--- src/hdl/mpcp_pkg.sv ---
// Motor phase current protection: shared types, codes and widths.
// Used by every module of the block; depends on nothing.
`default_nettype none
package mpcp_pkg;

  localparam int unsigned MUL_AW = 43;
  localparam int unsigned MUL_BW = 17;
  localparam int unsigned MUL_PW = MUL_AW + MUL_BW;
  localparam int unsigned DIV_W  = 42;

  localparam logic [1:0] FUNC_SAMPLE     = 2'd0;
  localparam logic [1:0] FUNC_IDLE_KEEP  = 2'd1;
  localparam logic [1:0] FUNC_IDLE_CLEAR = 2'd2;
  localparam logic [1:0] FUNC_RESERVED   = 2'd3;

  localparam logic [2:0] CFG_PLAUS_THR  = 3'd0;
  localparam logic [2:0] CFG_UNB_RATIO  = 3'd1;
  localparam logic [2:0] CFG_MIN_CURR   = 3'd2;
  localparam logic [2:0] CFG_SAVG_LIM   = 3'd3;
  localparam logic [2:0] CFG_LOSS_MAX   = 3'd4;
  localparam logic [2:0] CFG_OVL_THR    = 3'd5;
  localparam logic [2:0] CFG_LOCK_THR   = 3'd6;
  localparam logic [2:0] CFG_CMAX_THR   = 3'd7;

  localparam int unsigned AL_PLAUS = 0;
  localparam int unsigned AL_LOSS  = 1;
  localparam int unsigned AL_OVER  = 2;
  localparam int unsigned AL_LOCK  = 3;
  localparam int unsigned AL_CMAX  = 4;

  typedef enum logic [2:0] {
    S_IDLE,
    S_MUL_GO,
    S_MUL_WAIT,
    S_DIV_WAIT,
    S_OUT
  } state_e;

  typedef enum logic [3:0] {
    J_SUM,
    J_MAG0,
    J_MAG1,
    J_MAG2,
    J_SGN0,
    J_SGN1,
    J_SGN2,
    J_UNB,
    J_SQU,
    J_SQD,
    J_I2
  } job_e;

  typedef struct packed {
    logic                     start;
    logic signed [MUL_AW-1:0] a;
    logic [MUL_BW-1:0]        b;
  } mul_req_t;

  function automatic logic [16:0] abs17(input logic signed [16:0] v);
    logic [16:0] r;
    r = v[16] ? 17'(-v) : 17'(v);
    return r;
  endfunction

endpackage
`default_nettype wire

--- src/hdl/mpcp_mul.sv ---
// Shift-add multiplier, one multiplier bit per cycle, signed a by unsigned b.
// Depends on mpcp_pkg.
`default_nettype none
module mpcp_mul (
  input  wire logic                                 clk_i,
  input  wire logic                                 rst_ni,
  input  wire mpcp_pkg::mul_req_t                   req_i,
  output logic                                      done_o,
  output logic signed [mpcp_pkg::MUL_PW-1:0]        prod_o
);

  localparam int unsigned CW = $clog2(mpcp_pkg::MUL_BW);

  logic                              busy_q;
  logic                              done_q;
  logic [CW-1:0]                     cnt_q;
  logic [mpcp_pkg::MUL_PW-1:0]       acc_q;
  logic [mpcp_pkg::MUL_PW-1:0]       a_q;
  logic [mpcp_pkg::MUL_BW-1:0]       b_q;

  always_ff @(posedge clk_i or negedge rst_ni) begin
    if (!rst_ni) begin
      busy_q <= 1'b0;
      done_q <= 1'b0;
      cnt_q  <= '0;
    end else begin
      done_q <= 1'b0;
      if (req_i.start) begin
        busy_q <= 1'b1;
        cnt_q  <= '0;
      end else if (busy_q) begin
        cnt_q <= cnt_q + CW'(1);
        if (cnt_q == CW'(mpcp_pkg::MUL_BW - 1)) begin
          busy_q <= 1'b0;
          done_q <= 1'b1;
        end
      end
    end
  end

  always_ff @(posedge clk_i) begin
    if (req_i.start) begin
      acc_q <= '0;
      a_q   <= mpcp_pkg::MUL_PW'(req_i.a);
      b_q   <= req_i.b;
    end else if (busy_q) begin
      acc_q <= acc_q + (b_q[0] ? a_q : '0);
      a_q   <= {a_q[mpcp_pkg::MUL_PW-2:0], 1'b0};
      b_q   <= {1'b0, b_q[mpcp_pkg::MUL_BW-1:1]};
    end
  end

  assign done_o = done_q;
  assign prod_o = $signed(acc_q);

endmodule
`default_nettype wire

--- src/hdl/mpcp_div3.sv ---
// Restoring divider by three, one quotient bit per cycle.
// Depends on mpcp_pkg.
`default_nettype none
module mpcp_div3 (
  input  wire logic                           clk_i,
  input  wire logic                           rst_ni,
  input  wire logic                           start_i,
  input  wire logic [mpcp_pkg::DIV_W-1:0]     num_i,
  output logic                                done_o,
  output logic [mpcp_pkg::DIV_W-1:0]          quot_o
);

  localparam int unsigned CW = $clog2(mpcp_pkg::DIV_W);

  logic                          busy_q;
  logic                          done_q;
  logic [CW-1:0]                 cnt_q;
  logic [mpcp_pkg::DIV_W-1:0]    n_q;
  logic [1:0]                    rem_q;
  logic [2:0]                    trial;
  logic                          ge;

  assign trial = {rem_q, n_q[mpcp_pkg::DIV_W-1]};
  assign ge    = trial >= 3'd3;

  always_ff @(posedge clk_i or negedge rst_ni) begin
    if (!rst_ni) begin
      busy_q <= 1'b0;
      done_q <= 1'b0;
      cnt_q  <= '0;
    end else begin
      done_q <= 1'b0;
      if (start_i) begin
        busy_q <= 1'b1;
        cnt_q  <= '0;
      end else if (busy_q) begin
        cnt_q <= cnt_q + CW'(1);
        if (cnt_q == CW'(mpcp_pkg::DIV_W - 1)) begin
          busy_q <= 1'b0;
          done_q <= 1'b1;
        end
      end
    end
  end

  always_ff @(posedge clk_i) begin
    if (start_i) begin
      n_q   <= num_i;
      rem_q <= 2'd0;
    end else if (busy_q) begin
      rem_q <= ge ? 2'(trial - 3'd3) : trial[1:0];
      n_q   <= {n_q[mpcp_pkg::DIV_W-2:0], ge};
    end
  end

  assign done_o = done_q;
  assign quot_o = n_q;

endmodule
`default_nettype wire

--- src/hdl/motor_phase_current_protection.sv ---
// Motor phase current protection top level: sequencer, filter state, alarms.
// Depends on mpcp_pkg, mpcp_mul and mpcp_div3.
//
//   channel | direction | handshake              | payload
//   input   | in        | in_valid_i / in_stall_o | func, phase u/v/w, raw u/v/w, duty_min
//   output  | out       | out_valid_o / out_stall_i | five alarms, filtered_i2
//   config  | in        | cfg_we_i                | cfg_idx_i, cfg_data_i
//
// An idle item goes from accept straight to output. A sample item is accepted,
// then runs ten passes of the serial multiplier, eleven when duty_min is above the
// floor (filters, unbalance product, two squares, I2 filter), with a serial divide
// by three before the I2 pass, then an output step; the multiplier sets the rate.
// Reset clears all filters, counters and alarms at once.
// A new item is taken while the last result still waits under out_stall_i.
`default_nettype none
module motor_phase_current_protection #(
  parameter int unsigned SUM_GAIN       = 3,
  parameter int unsigned PHASE_GAIN     = 6,
  parameter int unsigned I2_GAIN        = 193,
  parameter int unsigned OVERLOAD_TICKS = 1920000,
  parameter int unsigned LOCKED_TICKS   = 3200,
  parameter int unsigned DUTY_FLOOR     = 3277
) (
  input  wire logic               clk_i,
  input  wire logic               rst_ni,
  input  wire logic               cfg_we_i,
  input  wire logic [2:0]         cfg_idx_i,
  input  wire logic [31:0]        cfg_data_i,
  input  wire logic               in_valid_i,
  output logic                    in_stall_o,
  input  wire logic [1:0]         func_i,
  input  wire logic signed [15:0] phase_u_i,
  input  wire logic signed [15:0] phase_v_i,
  input  wire logic signed [15:0] phase_w_i,
  input  wire logic signed [15:0] raw_phase_u_i,
  input  wire logic signed [15:0] raw_phase_v_i,
  input  wire logic signed [15:0] raw_phase_w_i,
  input  wire logic [15:0]        duty_min_i,
  output logic                    out_valid_o,
  input  wire logic               out_stall_i,
  output logic                    alarm_plausibility_o,
  output logic                    alarm_phase_loss_o,
  output logic                    alarm_overload_o,
  output logic                    alarm_locked_rotor_o,
  output logic                    alarm_current_max_o,
  output logic [31:0]             filtered_i2_o
);

  localparam int unsigned AW = mpcp_pkg::MUL_AW;

  // configuration
  logic [17:0] plaus_thr_q;
  logic [15:0] unb_ratio_q;
  logic [14:0] min_curr_q;
  logic [14:0] savg_lim_q;
  logic [15:0] loss_max_q;
  logic [31:0] ovl_thr_q;
  logic [31:0] lock_thr_q;
  logic [31:0] cmax_thr_q;

  // control
  mpcp_pkg::state_e state_q, state_d;
  mpcp_pkg::job_e   job_q, job_d;
  logic             out_valid_q;
  logic             in_xfer;
  logic             out_load;

  // latched item
  logic signed [15:0] ph_q [3];
  logic signed [17:0] rsum_q;

  // filter and protection state
  logic signed [25:0] sum_q;
  logic [23:0]        mag_q [3];
  logic signed [23:0] sgn_q [3];
  logic [39:0]        i2_q;
  logic [15:0]        loss_cnt_q;
  logic [31:0]        ovl_ticks_q;
  logic [31:0]        lock_ticks_q;
  logic [4:0]         alarm_q;
  logic [31:0]        squ_q;
  logic [40:0]        xi2_q;

  // output register
  logic [4:0]  out_alarm_q;
  logic [31:0] out_i2_q;

  // datapath
  mpcp_pkg::mul_req_t              mul_req;
  logic                            mul_done;
  logic signed [mpcp_pkg::MUL_PW-1:0] mul_p;
  logic                            div_start;
  logic                            div_done;
  logic [mpcp_pkg::DIV_W-1:0]      div_q;
  logic signed [AW-1:0]            fx, fy, newv;
  logic [1:0]                      pidx;
  logic signed [mpcp_pkg::MUL_PW-1:0] prod_sh;
  logic [16:0]                     abs_ph [3];
  logic [16:0]                     abs_d;
  logic signed [16:0]              dvw;
  logic [25:0]                     sum_abs;
  logic [25:0]                     sabs;
  logic [43:0]                     lhs;
  logic [43:0]                     min_lim;
  logic [43:0]                     mag_lim [3];
  logic [23:0]                     sgn_abs [3];
  logic                            unb_bad;
  logic                            sgn_bad;
  logic                            bad;
  logic [39:0]                     i2_new;
  logic [31:0]                     ovl_inc, lock_inc;

  assign in_xfer  = in_valid_i && !in_stall_o;
  assign out_load = (state_q == mpcp_pkg::S_OUT) && (!out_valid_q || !out_stall_i);

  for (genvar k = 0; k < 3; k++) begin : g_ph
    assign abs_ph[k]  = mpcp_pkg::abs17({ph_q[k][15], ph_q[k]});
    assign sgn_abs[k] = sgn_q[k][23] ? 24'(-sgn_q[k]) : 24'(sgn_q[k]);
    assign mag_lim[k] = {2'b0, mag_q[k], 18'h0} - {4'b0, mag_q[k], 16'h0};
  end

  assign dvw     = {ph_q[1][15], ph_q[1]} - {ph_q[2][15], ph_q[2]};
  assign abs_d   = mpcp_pkg::abs17(dvw);
  assign sum_abs = {2'b0, mag_q[0]} + {2'b0, mag_q[1]} + {2'b0, mag_q[2]};

  always_comb begin
    pidx = 2'd0;
    unique case (job_q)
      mpcp_pkg::J_MAG1, mpcp_pkg::J_SGN1: pidx = 2'd1;
      mpcp_pkg::J_MAG2, mpcp_pkg::J_SGN2: pidx = 2'd2;
      default:                            pidx = 2'd0;
    endcase
  end

  always_comb begin
    fx        = '0;
    fy        = '0;
    mul_req.b = '0;
    unique case (job_q)
      mpcp_pkg::J_SUM: begin
        fx        = {{17{rsum_q[17]}}, rsum_q, 8'h0};
        fy        = {{17{sum_q[25]}}, sum_q};
        mul_req.b = 17'(SUM_GAIN);
      end
      mpcp_pkg::J_MAG0, mpcp_pkg::J_MAG1, mpcp_pkg::J_MAG2: begin
        fx        = {18'h0, abs_ph[pidx], 8'h0};
        fy        = {19'h0, mag_q[pidx]};
        mul_req.b = 17'(PHASE_GAIN);
      end
      mpcp_pkg::J_SGN0, mpcp_pkg::J_SGN1, mpcp_pkg::J_SGN2: begin
        fx        = {{19{ph_q[pidx][15]}}, ph_q[pidx], 8'h0};
        fy        = {{19{sgn_q[pidx][23]}}, sgn_q[pidx]};
        mul_req.b = 17'(PHASE_GAIN);
      end
      mpcp_pkg::J_UNB: begin
        fx        = {17'h0, sum_abs};
        mul_req.b = {1'b0, unb_ratio_q};
      end
      mpcp_pkg::J_SQU: begin
        fx        = {26'h0, abs_ph[0]};
        mul_req.b = abs_ph[0];
      end
      mpcp_pkg::J_SQD: begin
        fx        = {26'h0, abs_d};
        mul_req.b = abs_d;
      end
      mpcp_pkg::J_I2: begin
        fx        = {2'b0, xi2_q};
        fy        = {3'b0, i2_q};
        mul_req.b = 17'(I2_GAIN);
      end
      default: begin
        fx = '0;
      end
    endcase
    mul_req.a     = fx - fy;
    mul_req.start = (state_q == mpcp_pkg::S_MUL_GO);
  end

  mpcp_mul u_mul (
    .clk_i  (clk_i),
    .rst_ni (rst_ni),
    .req_i  (mul_req),
    .done_o (mul_done),
    .prod_o (mul_p)
  );

  mpcp_div3 u_div3 (
    .clk_i   (clk_i),
    .rst_ni  (rst_ni),
    .start_i (div_start),
    .num_i   ({mul_p[33:0], 8'h0}),
    .done_o  (div_done),
    .quot_o  (div_q)
  );

  assign prod_sh = mul_p >>> 16;
  assign newv    = fy + $signed(prod_sh[AW-1:0]);
  assign sabs    = newv[25] ? 26'(-newv[25:0]) : newv[25:0];

  assign lhs     = mul_p[43:0];
  assign min_lim = {3'b0, min_curr_q, 26'h0} - {5'b0, min_curr_q, 24'h0};
  assign unb_bad = (min_lim < lhs) &&
                   ((mag_lim[0] < lhs) || (mag_lim[1] < lhs) || (mag_lim[2] < lhs));
  assign sgn_bad = (sgn_abs[0] > {1'b0, savg_lim_q, 8'h0}) ||
                   (sgn_abs[1] > {1'b0, savg_lim_q, 8'h0}) ||
                   (sgn_abs[2] > {1'b0, savg_lim_q, 8'h0});
  assign bad     = unb_bad || sgn_bad;

  assign i2_new   = newv[39:0];
  assign ovl_inc  = (ovl_ticks_q == '1) ? ovl_ticks_q : ovl_ticks_q + 32'd1;
  assign lock_inc = (lock_ticks_q == '1) ? lock_ticks_q : lock_ticks_q + 32'd1;

  always_comb begin
    state_d   = state_q;
    job_d     = job_q;
    div_start = 1'b0;
    unique case (state_q)
      mpcp_pkg::S_IDLE: begin
        if (in_valid_i) begin
          if (func_i == mpcp_pkg::FUNC_SAMPLE) begin
            job_d   = (duty_min_i > 16'(DUTY_FLOOR)) ? mpcp_pkg::J_SUM : mpcp_pkg::J_MAG0;
            state_d = mpcp_pkg::S_MUL_GO;
          end else begin
            state_d = mpcp_pkg::S_OUT;
          end
        end
      end
      mpcp_pkg::S_MUL_GO: begin
        state_d = mpcp_pkg::S_MUL_WAIT;
      end
      mpcp_pkg::S_MUL_WAIT: begin
        if (mul_done) begin
          if (job_q == mpcp_pkg::J_SQD) begin
            div_start = 1'b1;
            state_d   = mpcp_pkg::S_DIV_WAIT;
          end else if (job_q == mpcp_pkg::J_I2) begin
            state_d = mpcp_pkg::S_OUT;
          end else begin
            job_d   = mpcp_pkg::job_e'(job_q + 4'd1);
            state_d = mpcp_pkg::S_MUL_GO;
          end
        end
      end
      mpcp_pkg::S_DIV_WAIT: begin
        if (div_done) begin
          job_d   = mpcp_pkg::J_I2;
          state_d = mpcp_pkg::S_MUL_GO;
        end
      end
      mpcp_pkg::S_OUT: begin
        if (out_load) begin
          state_d = mpcp_pkg::S_IDLE;
        end
      end
      default: begin
        state_d = mpcp_pkg::S_IDLE;
      end
    endcase
  end

  always_ff @(posedge clk_i or negedge rst_ni) begin
    if (!rst_ni) begin
      state_q <= mpcp_pkg::S_IDLE;
      job_q   <= mpcp_pkg::J_SUM;
    end else begin
      state_q <= state_d;
      job_q   <= job_d;
    end
  end

  always_ff @(posedge clk_i or negedge rst_ni) begin
    if (!rst_ni) begin
      plaus_thr_q <= 18'd4096;
      unb_ratio_q <= 16'd49152;
      min_curr_q  <= '0;
      savg_lim_q  <= 15'd1024;
      loss_max_q  <= '0;
      ovl_thr_q   <= '1;
      lock_thr_q  <= '1;
      cmax_thr_q  <= '1;
    end else if (cfg_we_i) begin
      unique case (cfg_idx_i)
        mpcp_pkg::CFG_PLAUS_THR: plaus_thr_q <= cfg_data_i[17:0];
        mpcp_pkg::CFG_UNB_RATIO: unb_ratio_q <= cfg_data_i[15:0];
        mpcp_pkg::CFG_MIN_CURR:  min_curr_q  <= cfg_data_i[14:0];
        mpcp_pkg::CFG_SAVG_LIM:  savg_lim_q  <= cfg_data_i[14:0];
        mpcp_pkg::CFG_LOSS_MAX:  loss_max_q  <= cfg_data_i[15:0];
        mpcp_pkg::CFG_OVL_THR:   ovl_thr_q   <= cfg_data_i;
        mpcp_pkg::CFG_LOCK_THR:  lock_thr_q  <= cfg_data_i;
        mpcp_pkg::CFG_CMAX_THR:  cmax_thr_q  <= cfg_data_i;
        default:                 plaus_thr_q <= plaus_thr_q;
      endcase
    end
  end

  always_ff @(posedge clk_i) begin
    if (in_xfer) begin
      ph_q[0] <= phase_u_i;
      ph_q[1] <= phase_v_i;
      ph_q[2] <= phase_w_i;
      rsum_q  <= {{2{raw_phase_u_i[15]}}, raw_phase_u_i} +
                 {{2{raw_phase_v_i[15]}}, raw_phase_v_i} +
                 {{2{raw_phase_w_i[15]}}, raw_phase_w_i};
    end
    if (state_q == mpcp_pkg::S_MUL_WAIT && mul_done && job_q == mpcp_pkg::J_SQU) begin
      squ_q <= mul_p[31:0];
    end
    if (div_done) begin
      xi2_q <= {1'b0, squ_q, 8'h0} + div_q[40:0];
    end
    if (out_load) begin
      out_alarm_q <= alarm_q;
      out_i2_q    <= i2_q[39:8];
    end
  end

  always_ff @(posedge clk_i or negedge rst_ni) begin
    if (!rst_ni) begin
      sum_q        <= '0;
      mag_q[0]     <= '0;
      mag_q[1]     <= '0;
      mag_q[2]     <= '0;
      sgn_q[0]     <= '0;
      sgn_q[1]     <= '0;
      sgn_q[2]     <= '0;
      i2_q         <= '0;
      loss_cnt_q   <= '0;
      ovl_ticks_q  <= '0;
      lock_ticks_q <= '0;
      alarm_q      <= '0;
    end else if (in_xfer && func_i != mpcp_pkg::FUNC_SAMPLE) begin
      if (func_i == mpcp_pkg::FUNC_IDLE_KEEP || func_i == mpcp_pkg::FUNC_IDLE_CLEAR) begin
        loss_cnt_q   <= '0;
        ovl_ticks_q  <= '0;
        lock_ticks_q <= '0;
      end
      if (func_i == mpcp_pkg::FUNC_IDLE_CLEAR) begin
        alarm_q <= '0;
      end
    end else if (state_q == mpcp_pkg::S_MUL_WAIT && mul_done) begin
      case (job_q)
        mpcp_pkg::J_SUM: begin
          sum_q <= newv[25:0];
          if (sabs > {plaus_thr_q, 8'h0}) begin
            alarm_q[mpcp_pkg::AL_PLAUS] <= 1'b1;
          end
        end
        mpcp_pkg::J_MAG0, mpcp_pkg::J_MAG1, mpcp_pkg::J_MAG2: begin
          mag_q[pidx] <= newv[23:0];
        end
        mpcp_pkg::J_SGN0, mpcp_pkg::J_SGN1, mpcp_pkg::J_SGN2: begin
          sgn_q[pidx] <= newv[23:0];
        end
        mpcp_pkg::J_UNB: begin
          if (bad) begin
            if (loss_cnt_q < loss_max_q) begin
              loss_cnt_q <= loss_cnt_q + 16'd1;
            end else begin
              alarm_q[mpcp_pkg::AL_LOSS] <= 1'b1;
            end
          end else if (loss_cnt_q != '0) begin
            loss_cnt_q <= loss_cnt_q - 16'd1;
          end
        end
        mpcp_pkg::J_I2: begin
          i2_q <= i2_new;
          if (i2_new > {ovl_thr_q, 8'h0}) begin
            ovl_ticks_q <= ovl_inc;
            if (ovl_inc >= 32'(OVERLOAD_TICKS)) begin
              alarm_q[mpcp_pkg::AL_OVER] <= 1'b1;
            end
          end else begin
            ovl_ticks_q <= '0;
          end
          if (i2_new > {lock_thr_q, 8'h0}) begin
            lock_ticks_q <= lock_inc;
            if (lock_inc >= 32'(LOCKED_TICKS)) begin
              alarm_q[mpcp_pkg::AL_LOCK] <= 1'b1;
            end
          end else begin
            lock_ticks_q <= '0;
          end
          if (i2_new > {cmax_thr_q, 8'h0}) begin
            alarm_q[mpcp_pkg::AL_CMAX] <= 1'b1;
          end
        end
        default: begin
          alarm_q <= alarm_q;
        end
      endcase
    end
  end

  always_ff @(posedge clk_i or negedge rst_ni) begin
    if (!rst_ni) begin
      out_valid_q <= 1'b0;
    end else if (out_load) begin
      out_valid_q <= 1'b1;
    end else if (!out_stall_i) begin
      out_valid_q <= 1'b0;
    end
  end

  assign in_stall_o           = (state_q != mpcp_pkg::S_IDLE);
  assign out_valid_o          = out_valid_q;
  assign alarm_plausibility_o = out_alarm_q[mpcp_pkg::AL_PLAUS];
  assign alarm_phase_loss_o   = out_alarm_q[mpcp_pkg::AL_LOSS];
  assign alarm_overload_o     = out_alarm_q[mpcp_pkg::AL_OVER];
  assign alarm_locked_rotor_o = out_alarm_q[mpcp_pkg::AL_LOCK];
  assign alarm_current_max_o  = out_alarm_q[mpcp_pkg::AL_CMAX];
  assign filtered_i2_o        = out_i2_q;

  a_mul_done_in_wait: assert property (@(posedge clk_i) disable iff (!rst_ni)
    mul_done |-> (state_q == mpcp_pkg::S_MUL_WAIT))
    else $error("multiplier finished outside its wait state");

  a_alarms_sticky: assert property (@(posedge clk_i) disable iff (!rst_ni)
    !(in_xfer && func_i == mpcp_pkg::FUNC_IDLE_CLEAR)
    |=> ((alarm_q & $past(alarm_q)) == $past(alarm_q)))
    else $error("alarm dropped without a clearing idle transfer");

  a_out_hold: assert property (@(posedge clk_i) disable iff (!rst_ni)
    (state_q == mpcp_pkg::S_OUT && out_valid_o && out_stall_i)
    |=> (state_q == mpcp_pkg::S_OUT))
    else $error("result overwrote a stalled transfer");

endmodule
`default_nettype wire

--- config.mk ---
export PLATFORM = sky130hd
export DESIGN_NAME = motor_phase_current_protection
export DESIGN_NICKNAME = d
export VERILOG_FILES = /design/src/hdl/mpcp_pkg.sv /design/src/hdl/mpcp_mul.sv /design/src/hdl/mpcp_div3.sv /design/src/hdl/motor_phase_current_protection.sv
export SDC_FILE = /design/constraint.sdc
export NUM_CORES = 2
export LEC_CHECK = 0
export BUFFER_PORTS_ARGS = -buffer_cell sky130_fd_sc_hd__buf_2
export CORE_UTILIZATION = 50
export CTS_CLUSTER_DIAMETER = 50
export CTS_CLUSTER_SIZE = 25
export DETAILED_ROUTE_END_ITERATION = 10
export HOLD_SLACK_MARGIN = 0.03
export PLACE_DENSITY = 0.64
export REMOVE_ABC_BUFFERS = 1
export SLEW_MARGIN = 0
export SYNTH_ARGS = -nofsm -noshare
export SYNTH_HDL_FRONTEND = slang
export SYNTH_SLANG_ARGS = --single-unit
--- constraint.sdc ---
create_clock -name clk_i -period 9.5 [get_ports clk_i]
set_input_delay 0.475 -clock clk_i [delete_from_list [all_inputs] [get_ports clk_i]]
set_output_delay 0.475 -clock clk_i [all_outputs]
set_load 0.005 [all_outputs]
# Yosys cells after proc, flatten, opt, wreduce, memory -nomap -nowiden
# Memories as Yosys holds them, arrays and structs flattened.
# Index checks and enable logic that the tools add are counted.
[word_totals]
memories = 1
in_bits = 154
mem_bits_rw = 48
wordCells = 302
ff_bits = 803
output_inout_bits = 39
[mem_list]
columns = ["name", "words", "width", "rd", "rd_clocked_by_memory_dff", "write_ports", "line_no", "text"]
rows = [
  ["ph_q", 3, 16, 4, 0, 3, "motor_phase_current_protection.sv:69", "logic signed [15:0] ph_q [3];"],
]
[op_classes]
n_lt_le_gt_ge = 18
add_sub_neg = 29
bitwise_logic = 2
eq_ne = 39
mux = 104
reduce_logical = 65
[op_table]
columns = ["operator", "count"]
rows = [
  ["32-bit 2-to-1 mux", 11],
  ["43-bit case mux with 7 select lines", 1],
  ["24-bit 2-to-1 mux", 8],
  ["60-bit 2-to-1 mux", 3],
  ["44-bit less-than comparator", 4],
  ["43-bit case mux with 4 select lines", 1],
  ["72-bit bitwise mux", 2],
  ["17-bit 2-to-1 mux", 8],
  ["42-bit by 40-bit subtractor with 43-bit output", 3],
  ["40-bit greater-than comparator", 3],
  ["16-bit 2-to-1 mux", 7],
  ["17-bit case mux with 6 select lines", 1],
  ["24-bit binary-select mux with 2-bit select", 2],
  ["42-bit 2-to-1 mux", 2],
  ["24-bit by 23-bit greater-than comparator with 1-bit output", 3],
  ["24-bit negator", 3],
  ["32-bit by 1-bit adder with 32-bit output (second input constant)", 2],
  ["32-bit == test (second input constant)", 2],
  ["60-bit adder", 1],
  ["16-bit negator with 17-bit output", 3],
  ["24-bit demux with 2-bit select", 1],
  ["43-bit subtractor", 1],
  ["41-bit by 39-bit subtractor with 42-bit output", 1],
  ["40-bit by 41-bit adder with 41-bit output", 1],
  ["other kinds (66)", 183],
]

# Depth between registers and ports, before layout
[logic_depth]
depth_word = 16
ltp_mapped = 43
depth_no_buf = 40

# Modules after synthesis
# From an unflattened synthesis, not the netlist that was laid out.
[hier_totals]
cells_unflattened = 6930
hier_area_um2 = 63664.8
[modules_own_cells]
columns = ["module", "seq_area_each_um2", "area_per_inst_um2", "cells_per_inst", "instances"]
rows = [
  ["motor_phase_current_protection", 17396.7, 52326.4, 5879, 1],
  ["mpcp_mul", 3688.5, 9088.7, 912, 1],
  ["mpcp_div3", 1501.4, 2249.7, 139, 1],
]

# Worst setup path before layout
# No wires, ideal clock.
[synth_path]
kind = "register to register"
from = "reg job_q[0]"
to = "reg lock_ticks_q[1]"
setup_time_ns = 0.122
path_stages_with_launch = 40
slack_ns = 1.668
path_buffers = 6
t_required_ns = 9.378
arrival_time_ns = 7.711
period_less_slack_ns = 7.832
path_cell_list = "dfrtp_1 inv_1 ha_1 buf_4 buf_2 nand2_1 a21oi_1 clkbuf_1 clkbuf_1 mux2i_1 o21ai_0 nand2_1 and3_1 inv_1 ha_1 a21oi_1 o21ai_0 a21o_1 [4 not listed] a22o_1 o22ai_1 o21ai_1 xnor2_1 ha_1 a21o_1 a21oi_1 nor2b_1 o21ai_0 nand2b_1 a221o_1 a21o_1 a21oi_1 o2111ai_1 and4_1 buf_2 buf_2 a32o_1"
[synth_via]
elab_chain_cells = 14
elab_cells_between_ends = 29
classes_between = "add/sub: 1; order compare: 1; eq/ne: 7; mux: 12; bitwise: 1; reduce/logical: 7"
[synth_lines]
columns = ["element", "line_no", "text"]
rows = [
  ["from (decl)", "motor_phase_current_protection.sv:63", "mpcp_pkg::job_e job_q, job_d;"],
  ["from (signal assigned)", "motor_phase_current_protection.sv:265", "job_q <= mpcp_pkg::J_SUM;"],
  ["from (signal assigned)", "motor_phase_current_protection.sv:268", "job_q <= job_d;"],
  ["4-bit by 3-bit == test with 1-bit output or 4-bit by 2-bit == test with 1-bit output (tied branches)", "motor_phase_current_protection.sv:128, motor_phase_current_protection.sv:139", ""],
  ["2-bit OR reduction", "motor_phase_current_protection.sv:128", "unique case (job_q)"],
  ["2-bit case mux with 2 select lines", "motor_phase_current_protection.sv:128", ""],
  ["2-bit inverter with 3-bit output (implied by the code)", "motor_phase_current_protection.sv:147, motor_phase_current_protection.sv:152", ""],
  ["24-bit binary-select mux with 2-bit select (on tied branches)", "motor_phase_current_protection.sv:152, motor_phase_current_protection.sv:147", ""],
  ["24-bit 2-to-1 mux (on tied branches) (2 in series)", "motor_phase_current_protection.sv:152, motor_phase_current_protection.sv:147", ""],
  ["43-bit case mux with 4 select lines (*)", "motor_phase_current_protection.sv:139", "unique case (job_q)"],
  ["40-bit adder (*)", "motor_phase_current_protection.sv:198", "assign newv = fy + $signed(prod_sh[AW-1:0]);"],
  ["via newv[33]", "motor_phase_current_protection.sv:95", "logic signed [AW-1:0] fx, fy, newv;"],
  ["40-bit greater-than comparator (*)", "motor_phase_current_protection.sv:376", "if (i2_new > {lock_thr_q, 8'h0}) begin"],
  ["32-bit 2-to-1 mux (*)", "motor_phase_current_protection.sv:376", ""],
  ["32-bit 2-to-1 mux (*)", "motor_phase_current_protection.sv:342", "case (job_q)"],
  ["32-bit 2-to-1 mux (*)", "motor_phase_current_protection.sv:341", "end else if (state_q == mpcp_pkg::S_MUL_WAIT && mul_done) begin"],
  ["32-bit 2-to-1 mux (*)", "motor_phase_current_protection.sv:332", "end else if (in_xfer && func_i != mpcp_pkg::FUNC_SAMPLE) begin"],
  ["to (signal assigned)", "motor_phase_current_protection.sv:377", "lock_ticks_q <= lock_inc;"],
  ["to (decl)", "motor_phase_current_protection.sv:79", "logic [31:0] lock_ticks_q;"],
]
# The timed path passes the listed nets; every way through them passes the cells marked *. The select of a mux whose other input is x is not followed.
# A chain may end at the register's enable or synchronous reset.

# Worst setup path in the final report
[layout_path]
from = "reg job_q[1]"
to = "reg ovl_ticks_q[16]"
[layout_via]
elab_chain_cells = 14
elab_cells_between_ends = 29
classes_between = "add/sub: 1; order compare: 1; eq/ne: 7; mux: 12; bitwise: 1; reduce/logical: 7"
[layout_lines]
columns = ["element", "line_no", "text"]
rows = [
  ["4-bit by 3-bit == test with 1-bit output or 4-bit by 2-bit == test with 1-bit output (tied branches)", "motor_phase_current_protection.sv:128, motor_phase_current_protection.sv:139", ""],
  ["2-bit OR reduction", "motor_phase_current_protection.sv:128", ""],
  ["2-bit case mux with 2 select lines", "motor_phase_current_protection.sv:128", ""],
  ["2-bit inverter with 3-bit output (implied by the code)", "motor_phase_current_protection.sv:147, motor_phase_current_protection.sv:152", ""],
  ["24-bit binary-select mux with 2-bit select (on tied branches)", "motor_phase_current_protection.sv:152, motor_phase_current_protection.sv:147", ""],
  ["24-bit 2-to-1 mux (on tied branches) (2 in series)", "motor_phase_current_protection.sv:152, motor_phase_current_protection.sv:147", ""],
  ["43-bit case mux with 4 select lines (*)", "motor_phase_current_protection.sv:139", ""],
  ["40-bit adder (*)", "motor_phase_current_protection.sv:198", ""],
  ["via newv[39]", "motor_phase_current_protection.sv:95", ""],
  ["40-bit greater-than comparator (*)", "motor_phase_current_protection.sv:368", "if (i2_new > {ovl_thr_q, 8'h0}) begin"],
  ["32-bit 2-to-1 mux (*)", "motor_phase_current_protection.sv:368", ""],
  ["32-bit 2-to-1 mux (*)", "motor_phase_current_protection.sv:342", ""],
  ["32-bit 2-to-1 mux (*)", "motor_phase_current_protection.sv:341", ""],
  ["32-bit 2-to-1 mux (*)", "motor_phase_current_protection.sv:332", ""],
  ["to (signal assigned)", "motor_phase_current_protection.sv:369", "ovl_ticks_q <= ovl_inc;"],
  ["to (decl)", "motor_phase_current_protection.sv:78", "logic [31:0] ovl_ticks_q;"],
]
# Marked as above.

==> impl_metrics.csv <==
group,metric,value,unit
status,status,"finished, final reports clean",
sta,timing.slew.headroom,0.2263,
pwr,leakage,0.03161,uW
worst_setup_path,start_kind,"flop",
route,first_pass_iters,6,
floorplan,io_pins,193,
floorplan,fp.dieH,354.7,um
cts,cts_tree,"done",
global_route,antenna_found_initial,9,
job,cap_violations,0,
logic_synthesis,synth.distinct_cells,107,
sta,setup_violations,0,
floorplan,die_area,125800,um2
cts,clk_pin_slew,0.08,ns
route,ant_nets,0,
sta,max_freq,111.3,MHz
worst_setup_path,reg2reg_depth,33,
sta,drv_slew,0,
placed_design,place.gp.congestion,1.008,
final_layout,drive_gt1_frac,0.1204,
cts,clockBufferDepth,3,
sta,worst_slew_pin_slew,1.152,ns
logic_synthesis,async_flop_share,0.5860,
pwr,p_per_area,148.1,nW/um2
pwr,peakVddDrop,0.1643,mV
worst_setup_path,max_stage_delay,0.89,ns
sta,timing.final.crit_share,0.9454,
cts,worstSkewPairLatency,0.78,ns
sta,rsz0062_at_grt,"no",
logic_synthesis,ys_ff_latch,843,
worst_setup_path,r2r_start,"job_q[1]",
worst_setup_path,crit_start,"job_q[1]",
route,vias_per_cell,6.015,
cts,cts-buffers-inserted,113,
worst_setup_path,crit_required,10.19,ns
floorplan,start_util,0.5036,
sta,layout_setup_ws,0.5186,ns
cts,htreeDepth,3,
worst_setup_path,cp-endpoint,"ovl_ticks_q[16]",
logic_synthesis,syn_area_per_cell,8.896,um2
final_layout,final_nets,8029,
final_layout,syn2layout_area_growth,12.94,%
worst_setup_path,reg2reg_to,"ovl_ticks_q[16]",
global_route,grt_pass1_vias,50480,
logic_synthesis,synth_ff_type,"dfrtp_1",
final_layout,finalNonFillerCells,8955,
logic_synthesis,synth_seq_area_share,0.3587,
logic_synthesis,syn_inst,6990,
cts,cts_root_buf,"clkbuf_16",
global_route,track_usage,0.3244,
worst_setup_path,crit_slowest_cell,"xor2_1",
worst_setup_path,reg2reg_slack,0.52,ns
sta,finalHoldViolCount,0,
placed_design,placed_area,65340,um2
final_layout,final_util,0.5688,
logic_synthesis,synth-edff-count,283,
logic_synthesis,synth_area,62180,um2
hold_path,hold_path_class,"input port to flop",
route,drt_iter0_drc,5033,
global_route,overflow,0,
route,wirelength,206600,um
floorplan,core_area,123500,um2
route,drc,0,
floorplan,rows,129,
global_route,grt_pass1_wl,312100,um
sta,timing.hold.ws,0.1261,ns
cts,clock_sinks,843,
floorplan,die-width,354.7,um
placed_design,dpl.hpwl,158200,um
sta,finClkSkew,0.08300,ns
sta,min_period,8.981,ns
final_layout,stdcell_area,70230,um2
logic_synthesis,ys_warn_count,0,
placed_design,place.port_buffers,191,
route,vias,53870,
worst_setup_path,critPathArrivalTime,9.67,ns
global_route,grt_max_degree,155,
worst_setup_path,crit_path_end_kind,"flop",
worst_setup_path,path_max_fanout,27,
placed_design,place_ws,0.1863,ns
placed_design,placed_cells,8669,
route,post_drt_wl_per_cell,23.08,um
worst_setup_path,crit_type,"flop to flop",
## flip-flops by register name, summed over array words and instances, names as in the netlist, 16 cells and up
name and count:
cmax_thr_q 32, filtered_i2_o 32, i2_q 40, lock_thr_q 32
lock_ticks_q 32, loss_cnt_q 16, loss_max_q 16, mag_q 72
ovl_thr_q 32, ovl_ticks_q 32, ph_q 48, plaus_thr_q 18
rsum_q 18, sgn_q 72, squ_q 32, sum_q 26
u_div3.quot_o 42, u_mul.a_q 56, u_mul.b_q 17, u_mul.prod_o 56
unb_ratio_q 16, xi2_q 41
## synth_stat cells, drive strengths merged (18+ instances only)
cell / count / area, um2
a211oi: 37 / 277.8
a21boi: 19 / 142.6
a21o: 243 / 1824
a21oi: 439 / 2197
a221oi: 20 / 175.2
a22oi: 33 / 247.7
a31oi: 81 / 506.7
and2: 94 / 588.1
and3: 58 / 364.1
and4: 18 / 160.1
buf: 27 / 122.6
clkbuf: 252 / 945.9
dfrtp: 394 / 9859
dfstp: 100 / 2628
dfxtp: 66 / 1321
edfxtp: 283 / 8498
fa: 46 / 920.9
ha: 613 / 7670
inv: 491 / 1843
mux2: 161 / 1813
mux2i: 77 / 770.7
nand2: 855 / 3209
nand2b: 60 / 375.4
nand3: 113 / 565.5
nand4: 106 / 663.1
nor2: 413 / 1558
nor2b: 67 / 419.2
nor3: 111 / 565.5
nor4: 59 / 402.9
o211ai: 39 / 292.8
o21a: 80 / 600.6
o21ai: 684 / 3423
o21bai: 44 / 330.3
o22ai: 25 / 156.4
o31ai: 56 / 425.4
or2: 21 / 131.4
or3: 41 / 261.5
or4: 18 / 142.6
xnor2: 298 / 2618
xor2: 117 / 1025
## per-layer routing
layer | share of wire | track usage | vias to the layer above
li1 | - | - | 25580
met2 | 0.44 | 0.5023 | 1910
met5 | 0.000019 | 0 | -
met3 | 0.072 | 0.05486 | 428
met4 | 0.046 | 0.1359 | 2
met1 | 0.44 | 0.4479 | 25950
## report_power, final
part / internal, uW / total, uW / switching (uW)
Combinational: 785 / 1700 / 917
Sequential: 3980 / 4070 / 88.6
Clock: 2600 / 4630 / 2040
Total: 7360 / 10400 / 3040
## critical path: cells and delay by family (launching register included)
family                     cells  cell delay, ns
AOI/OAI and AO/OA             16            3.70
xor gates and xnor gates       1            0.89
adders and majority gates      3            0.91
buffers and inverters          5            1.00
DFF                            1            0.41
and+or+nand+nor                8            1.95
## through the flow
stage	TNS [ns]	total power, uW
2_1_floorplan	-61.02	5330
3_3_place_gp	0	5721
3_5_place_dp	0	5773
4_1_cts	0	10440
5_1_grt	0	10830
6_report	0	10400
## cells in the final DEF, fill, tap and decap left out, types with 37 or more instances in the layout
cell             n
o21ai_0        577
a21o_1         243
buf_4          125
edfxtp_1       283
a211oi_1        37
buf_2          190
dfxtp_1         66
nor4_1          55
nand3_1        113
o21ai_1        105
a21oi_1        435
dlygate4sd3_1   67
xnor2_1        296
mux2i_1         77
inv_1          489
nand2b_1        60
and3_1          57
nor3_1         106
nor2b_1         67
nand2_1        853
dfstp_2        100
fa_1            46
o31ai_1         54
and2_1          91
ha_1           613
or3_1           39
o21bai_1        44
o21a_1          80
a31oi_1         81
o211ai_1        39
clkbuf_16      118
nor2_1         406
dfrtp_1        391
mux2_2         160
xor2_1         117
nand4_1        106
## what timing repair did
action	in CTS	in global routing
setup buffers	0	2
endpoints found under the setup margin	0	32
hold buffers	67	0
resized for setup	0	2
hold endpoints to repair	152	0
## cell type report
cell class              instances  area (um2)
diodes                          1       2.502
flip-flops and latches        843       22310
well taps                    1637        2048
clock inverters                90        1172
multi-input cells            5376       37110
clock buffers                 126        3023
fillers                     11070       53250
repair buffers                390        2715
inverters                     492        1847
## cells by family after synthesis
logic type	count (synthesis)	share of synthesized area
buffers and inverters	771	0.04688
xor gates and xnor gates	417	0.05930
adders and majority gates	661	0.1385
and+or+nand+nor	2081	0.1577
DFF	843	0.3587
muxes	238	0.04155
AOI/OAI and AO/OA	1979	0.1973
## worst min-delay path by stage
stage | from | to | slack [ns] | depth (start not counted)
floorplan | rst_ni | alarm_q[0] | 0.18 | 0
global placement | alarm_q[3] | out_alarm_q[3] | 0.43 | 0
detailed placement | alarm_q[3] | out_alarm_q[3] | 0.45 | 0
CTS | func_i[0] | alarm_q[0] | 0.1 | 4
global route | cfg_data_i[15] | plaus_thr_q[15] | 0.11 | 3
finish | func_i[0] | alarm_q[0] | 0.13 | 4
Power figures use the tool's default switching activity.
